--- src/hw/rtl/mlf_pkg.sv ---
package mlf_pkg;

    // Field widths of the frame header and of the forwarding result.
    localparam int MAC_W  = 48;
    localparam int PORT_W = 4;
    localparam int HOP_W  = 8;
    localparam int MASK_W = 16;
    localparam int PIU_W  = 5;

    // Stream payload widths, padded to whole bytes.
    localparam int S_TDATA_W = 112;
    localparam int M_TDATA_W = 32;

    // Configuration port.
    localparam int APB_ADDR_W = 3;
    localparam int APB_DATA_W = 32;
    localparam logic [0:0] REG_PORTS_IN_USE = 1'b0;
    localparam logic [PIU_W-1:0] PIU_RESET = 5'd16;

    localparam logic [HOP_W-1:0] HOP_MAX = '1;

    // Commands from the controller to the datapath.
    typedef struct packed {
        logic load;    // capture a new header and clear the search results
        logic scan;    // read the table entry at the scan index and advance it
        logic learn;   // update or add the source entry
        logic finish;  // build the result into the output register
    } cmd_t;

    // Status from the datapath to the controller.
    typedef struct packed {
        logic table_empty;
        logic scan_last;
        logic out_free;
    } sts_t;

endpackage

--- src/hw/rtl/mlf_ctrl.sv ---
module mlf_ctrl (
    input  logic          aclk,
    input  logic          aresetn,
    input  logic          s_tvalid,
    output logic          s_tready,
    input  mlf_pkg::sts_t sts,
    output mlf_pkg::cmd_t cmd
);
    import mlf_pkg::*;

    typedef enum logic [4:0] {
        ST_IDLE   = 5'b00001,
        ST_SCAN   = 5'b00010,
        ST_DRAIN  = 5'b00100,
        ST_LEARN  = 5'b01000,
        ST_FINISH = 5'b10000
    } state_t;

    state_t state_reg, state_next;

    always_comb begin
        state_next = state_reg;
        cmd        = '0;
        s_tready   = 1'b0;
        unique case (state_reg)
            ST_IDLE: begin
                s_tready = 1'b1;
                if (s_tvalid) begin
                    cmd.load   = 1'b1;
                    state_next = sts.table_empty ? ST_LEARN : ST_SCAN;
                end
            end
            ST_SCAN: begin
                cmd.scan = 1'b1;
                if (sts.scan_last) begin
                    state_next = ST_DRAIN;
                end
            end
            // The last entry read is compared in this cycle.
            ST_DRAIN: begin
                state_next = ST_LEARN;
            end
            ST_LEARN: begin
                cmd.learn  = 1'b1;
                state_next = ST_FINISH;
            end
            ST_FINISH: begin
                if (sts.out_free) begin
                    cmd.finish = 1'b1;
                    state_next = ST_IDLE;
                end
            end
            default: begin
                state_next = ST_IDLE;
            end
        endcase
    end

    always_ff @(posedge aclk) begin
        if (!aresetn) begin
            state_reg <= ST_IDLE;
        end else begin
            state_reg <= state_next;
        end
    end

endmodule

--- src/hw/rtl/mlf_datapath.sv ---
module mlf_datapath #(
    parameter int TABLE_ENTRIES = 64,
    parameter int NUM_PORTS     = 16
) (
    input  logic                          aclk,
    input  logic                          aresetn,
    input  mlf_pkg::cmd_t                 cmd,
    output mlf_pkg::sts_t                 sts,
    input  logic [mlf_pkg::MAC_W-1:0]     src_mac,
    input  logic [mlf_pkg::MAC_W-1:0]     dst_mac,
    input  logic [mlf_pkg::PORT_W-1:0]    arrival_port,
    input  logic [mlf_pkg::HOP_W-1:0]     hop_count,
    input  logic [mlf_pkg::PIU_W-1:0]     ports_in_use,
    output logic                          res_valid,
    input  logic                          res_ready,
    output logic [mlf_pkg::MASK_W-1:0]    egress_mask,
    output logic                          flooded,
    output logic [mlf_pkg::HOP_W-1:0]     hop_count_out,
    output logic                          learned_new,
    output logic                          table_full
);
    import mlf_pkg::*;

    localparam int IDX_W = (TABLE_ENTRIES > 1) ? $clog2(TABLE_ENTRIES) : 1;
    localparam int CNT_W = $clog2(TABLE_ENTRIES + 1);
    localparam int ENT_W = MAC_W + PORT_W;
    localparam int NP_W  = $clog2(NUM_PORTS + 1) + 1;
    localparam logic [CNT_W-1:0] ENTRIES_C = CNT_W'(TABLE_ENTRIES);
    localparam logic [NP_W-1:0]  NPORTS_C  = NP_W'(NUM_PORTS);

    // Table memory: {mac, port} per slot. Slots fill from zero upward and are
    // never freed, so the fill count alone tells which slots are valid.
    logic [ENT_W-1:0] mem [TABLE_ENTRIES];
    logic [ENT_W-1:0] rd_data_reg;
    logic             mem_we;
    logic [IDX_W-1:0] mem_waddr;

    logic [MAC_W-1:0]  src_reg, dst_reg;
    logic [PORT_W-1:0] arr_reg;
    logic [HOP_W-1:0]  hop_reg;
    logic [IDX_W-1:0]  idx_reg, idx_next;
    logic [IDX_W-1:0]  cmp_idx_reg;
    logic              cmp_vld_reg, cmp_vld_next;
    logic              src_hit_reg, src_hit_next;
    logic [IDX_W-1:0]  src_slot_reg, src_slot_next;
    logic              dst_hit_reg, dst_hit_next;
    logic [PORT_W-1:0] dst_port_reg, dst_port_next;
    logic [CNT_W-1:0]  count_reg, count_next;
    logic              lrn_reg, lrn_next;
    logic              full_reg, full_next;

    logic              out_valid_reg, out_valid_next;
    logic [MASK_W-1:0] out_mask_reg;
    logic              out_flood_reg;
    logic [HOP_W-1:0]  out_hop_reg;
    logic              out_lrn_reg;
    logic              out_full_reg;

    logic [MAC_W-1:0]  rd_mac;
    logic [PORT_W-1:0] rd_port;
    logic [NP_W-1:0]   piu_ext;
    logic [NP_W-1:0]   n_ports;
    logic [MASK_W-1:0] flood_mask;
    logic              fwd_onehot;

    assign rd_mac  = rd_data_reg[ENT_W-1:PORT_W];
    assign rd_port = rd_data_reg[PORT_W-1:0];

    assign sts.table_empty = (count_reg == '0);
    assign sts.scan_last   = (CNT_W'(idx_reg) == count_reg - CNT_W'(1));
    assign sts.out_free    = !out_valid_reg || res_ready;

    // Search, learning and fill count.
    always_comb begin
        idx_next      = idx_reg;
        cmp_vld_next  = cmd.scan;
        src_hit_next  = src_hit_reg;
        src_slot_next = src_slot_reg;
        dst_hit_next  = dst_hit_reg;
        dst_port_next = dst_port_reg;
        count_next    = count_reg;
        lrn_next      = lrn_reg;
        full_next     = full_reg;
        mem_we        = 1'b0;
        mem_waddr     = src_slot_reg;

        if (cmd.load) begin
            idx_next     = '0;
            src_hit_next = 1'b0;
            dst_hit_next = 1'b0;
            lrn_next     = 1'b0;
            full_next    = 1'b0;
        end
        if (cmd.scan) begin
            idx_next = idx_reg + IDX_W'(1);
        end
        if (cmp_vld_reg) begin
            if (rd_mac == src_reg) begin
                src_hit_next  = 1'b1;
                src_slot_next = cmp_idx_reg;
            end
            if (rd_mac == dst_reg) begin
                dst_hit_next  = 1'b1;
                dst_port_next = rd_port;
            end
        end
        if (cmd.learn) begin
            if (src_hit_reg) begin
                mem_we = 1'b1;
            end else if (count_reg < ENTRIES_C) begin
                mem_we     = 1'b1;
                mem_waddr  = count_reg[IDX_W-1:0];
                count_next = count_reg + CNT_W'(1);
                lrn_next   = 1'b1;
            end else begin
                full_next = 1'b1;
            end
        end
    end

    always_ff @(posedge aclk) begin
        if (mem_we) begin
            mem[mem_waddr] <= {src_reg, arr_reg};
        end
        rd_data_reg <= mem[idx_reg];
    end

    // Flood mask: connected ports, clamped to the port count, minus arrival.
    assign piu_ext = NP_W'(ports_in_use);
    assign n_ports = (piu_ext > NPORTS_C) ? NPORTS_C : piu_ext;

    always_comb begin
        for (int j = 0; j < MASK_W; j++) begin
            flood_mask[j] = (NP_W'(j) < n_ports) && (PORT_W'(j) != arr_reg);
        end
    end

    // A destination equal to the source always resolves to the arrival port
    // after learning, so it floods; other entries are untouched by learning.
    assign fwd_onehot = dst_hit_reg && (dst_reg != src_reg) && (dst_port_reg != arr_reg);

    assign out_valid_next = cmd.finish || (out_valid_reg && !res_ready);

    always_ff @(posedge aclk) begin
        if (!aresetn) begin
            count_reg     <= '0;
            cmp_vld_reg   <= 1'b0;
            out_valid_reg <= 1'b0;
        end else begin
            count_reg     <= count_next;
            cmp_vld_reg   <= cmp_vld_next;
            out_valid_reg <= out_valid_next;
        end
    end

    always_ff @(posedge aclk) begin
        if (cmd.load) begin
            src_reg <= src_mac;
            dst_reg <= dst_mac;
            arr_reg <= arrival_port;
            hop_reg <= hop_count;
        end
        idx_reg      <= idx_next;
        cmp_idx_reg  <= idx_reg;
        src_hit_reg  <= src_hit_next;
        src_slot_reg <= src_slot_next;
        dst_hit_reg  <= dst_hit_next;
        dst_port_reg <= dst_port_next;
        lrn_reg      <= lrn_next;
        full_reg     <= full_next;
        if (cmd.finish) begin
            out_mask_reg  <= fwd_onehot ? (MASK_W'(1) << dst_port_reg) : flood_mask;
            out_flood_reg <= !fwd_onehot;
            out_hop_reg   <= (hop_reg == HOP_MAX) ? HOP_MAX : hop_reg + HOP_W'(1);
            out_lrn_reg   <= lrn_reg;
            out_full_reg  <= full_reg;
        end
    end

    assign res_valid     = out_valid_reg;
    assign egress_mask   = out_mask_reg;
    assign flooded       = out_flood_reg;
    assign hop_count_out = out_hop_reg;
    assign learned_new   = out_lrn_reg;
    assign table_full    = out_full_reg;

endmodule

--- src/hw/rtl/mac_learning_forwarder.sv ---
// Each header goes through the controller states idle (load), scan over the N addresses in
// the table, drain, learn and finish, which waits for a free output register; scan and drain
// are skipped with an empty table. A new header is taken only in idle, once the last has
// finished; the scan reads one table entry per cycle through the single memory read port.
// Reset (aresetn, synchronous, active low) empties the table and sets ports_in_use to 16.
module mac_learning_forwarder #(
    parameter int TABLE_ENTRIES = 64,
    parameter int NUM_PORTS     = 16
) (
    input  logic                              aclk,
    input  logic                              aresetn,
    // Header input.
    input  logic                              s_tvalid,
    output logic                              s_tready,
    // [47:0] src_mac, [95:48] dst_mac, [99:96] arrival_port,
    // [107:100] hop_count, [111:108] zero
    input  logic [mlf_pkg::S_TDATA_W-1:0]     s_tdata,
    // Forwarding result.
    output logic                              m_tvalid,
    input  logic                              m_tready,
    // [15:0] egress_mask, [16] flooded, [24:17] hop_count_out,
    // [25] learned_new, [26] table_full, [31:27] zero
    output logic [mlf_pkg::M_TDATA_W-1:0]     m_tdata,
    // Configuration port.
    input  logic                              psel,
    input  logic                              penable,
    input  logic                              pwrite,
    input  logic [mlf_pkg::APB_ADDR_W-1:0]    paddr,
    input  logic [mlf_pkg::APB_DATA_W-1:0]    pwdata,
    output logic [mlf_pkg::APB_DATA_W-1:0]    prdata,
    output logic                              pready
);
    import mlf_pkg::*;

    // The block is split into a small controller and a datapath. For each header
    // the controller walks the table once; the datapath compares every stored
    // address against both the source and the destination in the same pass. A
    // new source goes into the first free slot, which is always the fill count,
    // because entries are never removed. The result sits in an output register,
    // so the next header transfer can be taken while the result waits.

    logic [PIU_W-1:0] piu_reg, piu_next;
    logic             cfg_wr;
    logic [0:0]       reg_index;

    cmd_t cmd;
    sts_t sts;

    logic [MASK_W-1:0] egress_mask;
    logic              flooded;
    logic [HOP_W-1:0]  hop_count_out;
    logic              learned_new;
    logic              table_full;

    // Register file: a single register, ports_in_use, at byte address zero.
    assign pready    = 1'b1;
    assign reg_index = paddr[2:2];
    assign cfg_wr    = psel && penable && pwrite && pready;

    always_comb begin
        piu_next = piu_reg;
        if (cfg_wr && (reg_index == REG_PORTS_IN_USE)) begin
            piu_next = pwdata[PIU_W-1:0];
        end
    end

    always_ff @(posedge aclk) begin
        if (!aresetn) begin
            piu_reg <= PIU_RESET;
        end else begin
            piu_reg <= piu_next;
        end
    end

    assign prdata = (reg_index == REG_PORTS_IN_USE) ? APB_DATA_W'(piu_reg) : '0;

    mlf_ctrl u_ctrl (
        .aclk     (aclk),
        .aresetn  (aresetn),
        .s_tvalid (s_tvalid),
        .s_tready (s_tready),
        .sts      (sts),
        .cmd      (cmd)
    );

    mlf_datapath #(
        .TABLE_ENTRIES (TABLE_ENTRIES),
        .NUM_PORTS     (NUM_PORTS)
    ) u_datapath (
        .aclk          (aclk),
        .aresetn       (aresetn),
        .cmd           (cmd),
        .sts           (sts),
        .src_mac       (s_tdata[47:0]),
        .dst_mac       (s_tdata[95:48]),
        .arrival_port  (s_tdata[99:96]),
        .hop_count     (s_tdata[107:100]),
        .ports_in_use  (piu_reg),
        .res_valid     (m_tvalid),
        .res_ready     (m_tready),
        .egress_mask   (egress_mask),
        .flooded       (flooded),
        .hop_count_out (hop_count_out),
        .learned_new   (learned_new),
        .table_full    (table_full)
    );

    assign m_tdata = {5'd0, table_full, learned_new, hop_count_out, flooded, egress_mask};

endmodule
--- config.mk ---
export PLATFORM = sky130hd
export DESIGN_NAME = mac_learning_forwarder
export DESIGN_NICKNAME = d
export VERILOG_FILES = /design/src/hw/rtl/mlf_pkg.sv /design/src/hw/rtl/mlf_ctrl.sv /design/src/hw/rtl/mlf_datapath.sv /design/src/hw/rtl/mac_learning_forwarder.sv
export SDC_FILE = /design/constraint.sdc
export NUM_CORES = 2
export LEC_CHECK = 0
export ABC_CLOCK_PERIOD_IN_PS = 7980
export BUFFER_PORTS_ARGS = -buffer_cell sky130_fd_sc_hd__buf_4
export CORE_ASPECT_RATIO = 0.6
export CORE_UTILIZATION = 35
export CTS_BUF_LIST = sky130_fd_sc_hd__clkbuf_2 sky130_fd_sc_hd__clkbuf_4 sky130_fd_sc_hd__clkbuf_8
export CTS_CLUSTER_DIAMETER = 50
export DETAILED_ROUTE_END_ITERATION = 8
export SLEW_MARGIN = 20
export SYNTH_ARGS = -nofsm -noshare
export SYNTH_HDL_FRONTEND = slang
export SYNTH_SLANG_ARGS = --single-unit
--- constraint.sdc ---
create_clock -name aclk -period 7.98 [get_ports aclk]
set_input_delay 1.197 -clock aclk [delete_from_list [all_inputs] [get_ports aclk]]
set_output_delay 1.197 -clock aclk [all_outputs]
set_load 0.005 [all_outputs]
Yosys cells after proc, flatten, opt, wreduce, memory -nomap -nowiden:

Memories as Yosys holds them, arrays and structs flattened. A register that Yosys moved wholly into a read port is not among the register bits.
Index checks and enable logic that the tools add are counted.

* register bits: 180
* memory bits (writable): 3328
* input port bits: 154
* output and inout port bits: 67
* logic and storage cells: 150
* memories kept: 1

* add/subtract/negate cells: 4
* magnitude comparators: 18
* equality and inequality tests: 29
* shift-type cells: 1
* muxes and demuxes: 39
* bitwise gates (word level): 2
* reductions and logical operators: 34

Memory list
* u_datapath.mem: depth 64, bits a word 52, rd ports 1, clocked after Yosys merged registers in 1, write ports 1, RTL line mlf_datapath.sv:33 `logic [ENT_W-1:0] mem [TABLE_ENTRIES];`

Operators with widths (number)
* == test 48 bit: 2
* < comparator 4 x 6 -> 1 bit (first input constant): 8
* != test 48 bit: 1
* != test 4 bit (first input constant): 8
* 2-to-1 mux 6 bit: 5
* 2-to-1 mux 1 bit: 26
* 2-to-1 mux 5 bit: 5
* case mux 5 bit (5 select lines): 1
* < comparator 3 x 6 -> 1 bit (first input constant): 4
* logical AND 1 bit: 22
* 2-to-1 mux 16 bit: 1
* != test 3 x 4 -> 1 bit (first input constant): 4
* left shift 1 x 4 -> 16 bit (first input constant): 1
* < comparator 1 x 6 -> 1 bit (first input constant): 2
* < comparator 2 x 6 -> 1 bit (first input constant): 2
* adder 8 x 1 -> 8 bit (second input constant): 1
* == test 8 bit (second input constant): 1
* != test 2 x 4 -> 1 bit (first input constant): 2
* adder 7 x 1 -> 7 bit (second input constant): 1
* == test 6 x 7 -> 1 bit: 1
* zero test 7 bit: 1
* < comparator 7 bit (second input constant): 1
* subtractor 7 x 1 -> 7 bit (second input constant): 1
* adder 6 x 1 -> 6 bit (second input constant): 1
* other kinds (17): 25

Logic depth before layout (Yosys ltp):

* depth after elaboration: 6
* depth in mapped cells: 10
* gate-level depth less buffers: 7

Modules after synthesis:

Synthesis repeated with hierarchy kept, for this count alone.

* cell total of the unflattened synthesis: 6484
* area, all modules: 136599.8 µm²

By module, submodules not included
* mlf_datapath: times used 1, cells an instance 6380, area an instance 135770.2 µm², sequential area each 105891.6 µm²
* mac_learning_forwarder: times used 1, cells an instance 66, area an instance 539.3 µm², sequential area each 100.1 µm²
* mlf_ctrl: times used 1, cells an instance 38, area an instance 290.3 µm², sequential area each 100.1 µm²

Worst setup path before layout:

Ideal clock, no wire load.

* path type: register to register
* from: register u_ctrl.state_reg[0]
* to: memory u_datapath.mem[42][0] (netlist bit) (enable)
* library setup time: 0.462 ns
* data arrival time: 4.329 ns
* required time: 7.518 ns
* slack: 3.189 ns
* stages on the path, launching flop included: 6
* path buffers: 0
* clock period less this slack: 4.791 ns
* path through: dfxtp_1 or4b_4 nor4_4 mux2i_1 nand2_2 nor2_1

* cells in the longest elaborated chain, start to end: 5
* elaborated cells on any way between the ends: 6
* classes of those cells: 1 x eq/ne; 5 x mux

Ends and longest elaborated chain
* start: declaration: RTL line mlf_ctrl.sv:19 `state_t state_reg, state_next;`
* start signal: assignment: RTL line mlf_ctrl.sv:63 `state_reg <= state_next;`
* == test 5 x 4 -> 1 bit (*): RTL line mlf_ctrl.sv:25 `unique case (state_reg)`
* 2-to-1 mux 1 bit (*): RTL line mlf_ctrl.sv:25
* 2-to-1 mux 1 bit: RTL line mlf_datapath.sv:107 `if (cmd.learn) begin`
* 2-to-1 mux 1 bit: RTL line mlf_datapath.sv:122 `if (mem_we) begin`
* 2-to-1 mux 1 bit (not written as such): RTL line mlf_datapath.sv:123 `mem[mem_waddr] <= {src_reg, arr_reg};`
* end: declaration: RTL line mlf_datapath.sv:33

Every way passes the cells marked *; elsewhere a longest branch is shown, timed or not.

Worst setup path after layout:

* from: register u_ctrl.state_reg[0]
* to: memory u_datapath.mem[11][20] (netlist bit) (enable)

The elaborated chain is that of the path after synthesis.

==> summary.txt <==
Synth
  – Asr flop ratio synth: 0%
  – Top area cells in the synthesized netlist: edfxtp_1 77%, mux4_2 11%, mux2i_1 3.3%
  – Register area share after synthesis: 77.93%
  – Yosys warns: 0
  – Yosys top cell by area: edfxtp_1
  – Avg Cell Area, Syn: 21.45 um2
  – Post-Syn Area: 136,100 um2
  – Most frequent cell after synthesis: edfxtp_1
  – EDFF count, synth: 3,479
  – Yosys top cell area share: 76.74%
  – Yosys cell types: 64
  – Cells after Synth: 6,347
  – Most instantiated cells after synthesis: 3,479 x edfxtp_1, 655 x mux4_2, 454 x mux2i_1
  – Yosys reg bits: 3,560
  – Synth Flop Type: edfxtp_1

Drt
  – Remaining DRCs: 0
  – Via/cell ratio: 5.600
  – Initial DRC Count: 10,160
  – Vias: 69,260
  – WL/cell: 30.34 um
  – Final ANT Viol Nets: 0
  – Routed wire length: 375,200 um
  – DRT Pass-1 Iters: 6

Placement
  – Post-placement cell count: 11,530
  – Pre-CTS WS: 3.375 ns
  – Post-place instance area: 144,500 um2
  – Port Buffers: 154
  – RePlAce Congestion: 0.8348
  – DP Wirelength: 208,500 um

Critical path
  – Max FO, Critical Path: 35
  – Data arrival, critical path: 5.31 ns
  – Critical Path RT: 8.62 ns
  – Worst Setup End Kind: register
  – Worst path max stage delay: 1.06 ns
  – Cells along the critical path: or4b_4 -> nor4_4 -> buf_4 -> mux2i_1 -> nand2_1 -> nor2_4 -> buf_4
  – Slowest cell on the critical path: nor2_4
  – CP most frequent cell: buf_4
  – Critical Path Start Type: register
  – Crit Path Category: register to register

Power and ir drop
  – Logic pwr share: 15.1%
  – Switching share of total power: 27.24%
  – Power Total: 42.03 mW
  – Sequential Power Share: 52.7%
  – Max VDD drop: 169.6 uV
  – PwrDens: 273.6 nW/um2
  – Psw: 11.45 mW
  – Leak: 47.70 nW
  – Clock share of power: 32.2%
  – P_int: 30.58 mW

STA
  – Peak Freq: 214.1 MHz
  – Crit path time final: 4.672 ns
  – Smallest setup slack after layout: 3.308 ns
  – RSZ-0062 raised after global routing: false
  – Period utilisation layout: 58.54%
  – Slew Limit Fails: 0
  – Setup TNS: 0 ns
  – Final Hold Viols: 0
  – Slew @ Worst Pin: 1.270 ns
  – Endpoints failing setup: 0
  – Worst relative slew slack: 13.14%
  – Clock Skews: 0.08953 ns
  – Worst hold slack: 0.3186 ns

CTS
  – Root buf cell: clkbuf_8
  – Hold-fix buffer count after cts: 0
  – H-tree levels: 5
  – Post-CTS Setup Inserts: 0
  – CTS tree: built
  – Worst-Skew Late Latency: 1.09 ns
  – Resize count post-CTS: 0
  – Clk pin slew, worst setup/hold paths: 0.08 ns
  – CTS buffer count: 462
  – # clock sinks: 3,560
  – Clock Path Buffers: 4

Floorplanning
  – Initial Util: 35.35%
  – Die height: 485.1 um
  – IO Count: 221
  – DIE AREA: 391,600 um2
  – Rows: 176
  – Core area: 385,100 um2
  – Die X: 807.2 um

Finish
  – Final Core Density: 39.88%
  – Fin area: 153,600 um2
  – Flip-flop count of the largest register after layout: 3,328
  – Fillers: 33,710
  – Final nets: 6,988
  – Non-Filler Instances: 12,370
  – Area Growth Syn to Fin: 12.81%
  – Share of post-route cells with drive strength above 1: 26.64%

Global routing
  – Largest net degree at the start of global routing: 113
  – Grt ovf: 0
  – Gr usage total: 18.64%
  – Initial antenna violation count: 11
  – Vias in the first global route: 68,400
  – First-pass GRT wire length: 522,800 um

Min path
  – Min-delay worst type: primary input to register

Flow run
  – Max-cap violations: 0

Run status
  – Status: complete, no violations
==> worst max-delay path: cells and delay by family (launching register included) <==
kind	cells	cell delay [ns]
buffers and inverters	2	1.08
flip-flops	1	0.37
multiplexers	1	0.28
AND/OR/NAND/NOR	4	2.43
==> kinds of logic (layout without fill, tap and decap cells) <==
group	Yosys count	after routing	synth area share (%)
muxes	1155	1155	14.57
xor gates and xnor gates	169	169	1.087
DFF	3560	3560	77.93
and+or+nand+nor	474	474	1.711
other	2	44	0.005516
adders and majority gates	5	5	0.04595
buffers and inverters	396	1211	1.443
AOI/OAI and AO/OA	586	586	3.215
==> layer usage <==
metal / GRT usage, % / part of all wire, % / wire, um
met5: 0 / 0 / 0
met4: 4.818 / 2.6 / 9623
met3: 4.262 / 11 / 41160
met2: 25.33 / 41 / 155000
met1: 29.80 / 45 / 169500
==> worst paths after layout <==
| kind | endpoint | cells past startpoint | start | slack, ns |
|---|---|---|---|---|
| worst min-delay path | u_datapath.src_reg[6]$_DFFE_PP_ | 1 | s_tdata[6] | 0.32 |
| worst max register to register | u_datapath.mem[11][20]$_DFFE_PP_ | 7 | u_ctrl.state_reg[0]$_SDFFE_PN1P_ | 3.31 |
| worst min register to register | u_datapath.src_slot_reg[3]$_DFFE_PP_ | 0 | u_datapath.cmp_idx_reg[3]$_DFF_P_ | 0.41 |
| worst max-delay path | u_datapath.mem[11][20]$_DFFE_PP_ | 7 | u_ctrl.state_reg[0]$_SDFFE_PN1P_ | 3.31 |
==> power groups by stage <==
stage / combinational, mW / sequential (mW) / clock [mW]
6_report: 6.33 / 22.2 / 13.5
5_1_grt: 6.66 / 22.1 / 14.5
4_1_cts: 6.30 / 22.1 / 13.7
3_5_place_dp: 6.28 / 22.5 / 0
3_3_place_gp: 6.14 / 22.5 / 0
2_1_floorplan: 3.60 / 22.6 / 0
==> layout by cell type (no fill, tap or decap), types with 65 or more instances in the layout <==
| master | Yosys | layout |
|---|---|---|
| edfxtp_1 | 3479 | 3479 |
| mux4_2 | 655 | 655 |
| clkbuf_8 | 0 | 500 |
| mux2i_1 | 454 | 454 |
| buf_4 | 88 | 337 |
| clkbuf_4 | 0 | 177 |
| o22ai_1 | 120 | 120 |
| a22oi_1 | 104 | 104 |
| xnor2_1 | 100 | 100 |
| nor2_1 | 159 | 93 |
| clkinv_1 | 0 | 93 |
| nand2_1 | 86 | 85 |
| dfxtp_1 | 81 | 81 |
| a211oi_1 | 70 | 70 |
| xor2_1 | 69 | 69 |
| nor2_4 | 0 | 66 |
| o221ai_1 | 65 | 65 |
==> cell type report <==
class                           count  area [um2]  share of cell area, %
Sequential cell                  3560      106100                  69.08
Multi-Input combinational cell   2422       28760                  18.72
Clock buffer                      677        8210                  5.346
Tap cell                         5162        6459                  4.205
Timing Repair Buffer              370        3154                  2.054
Clock inverter                    151       827.0                 0.5385
Inverter                           13       53.80                0.03503
Antenna cell                       11       27.53                0.01792
Note: power is estimated with default switching activity, not from simulation.
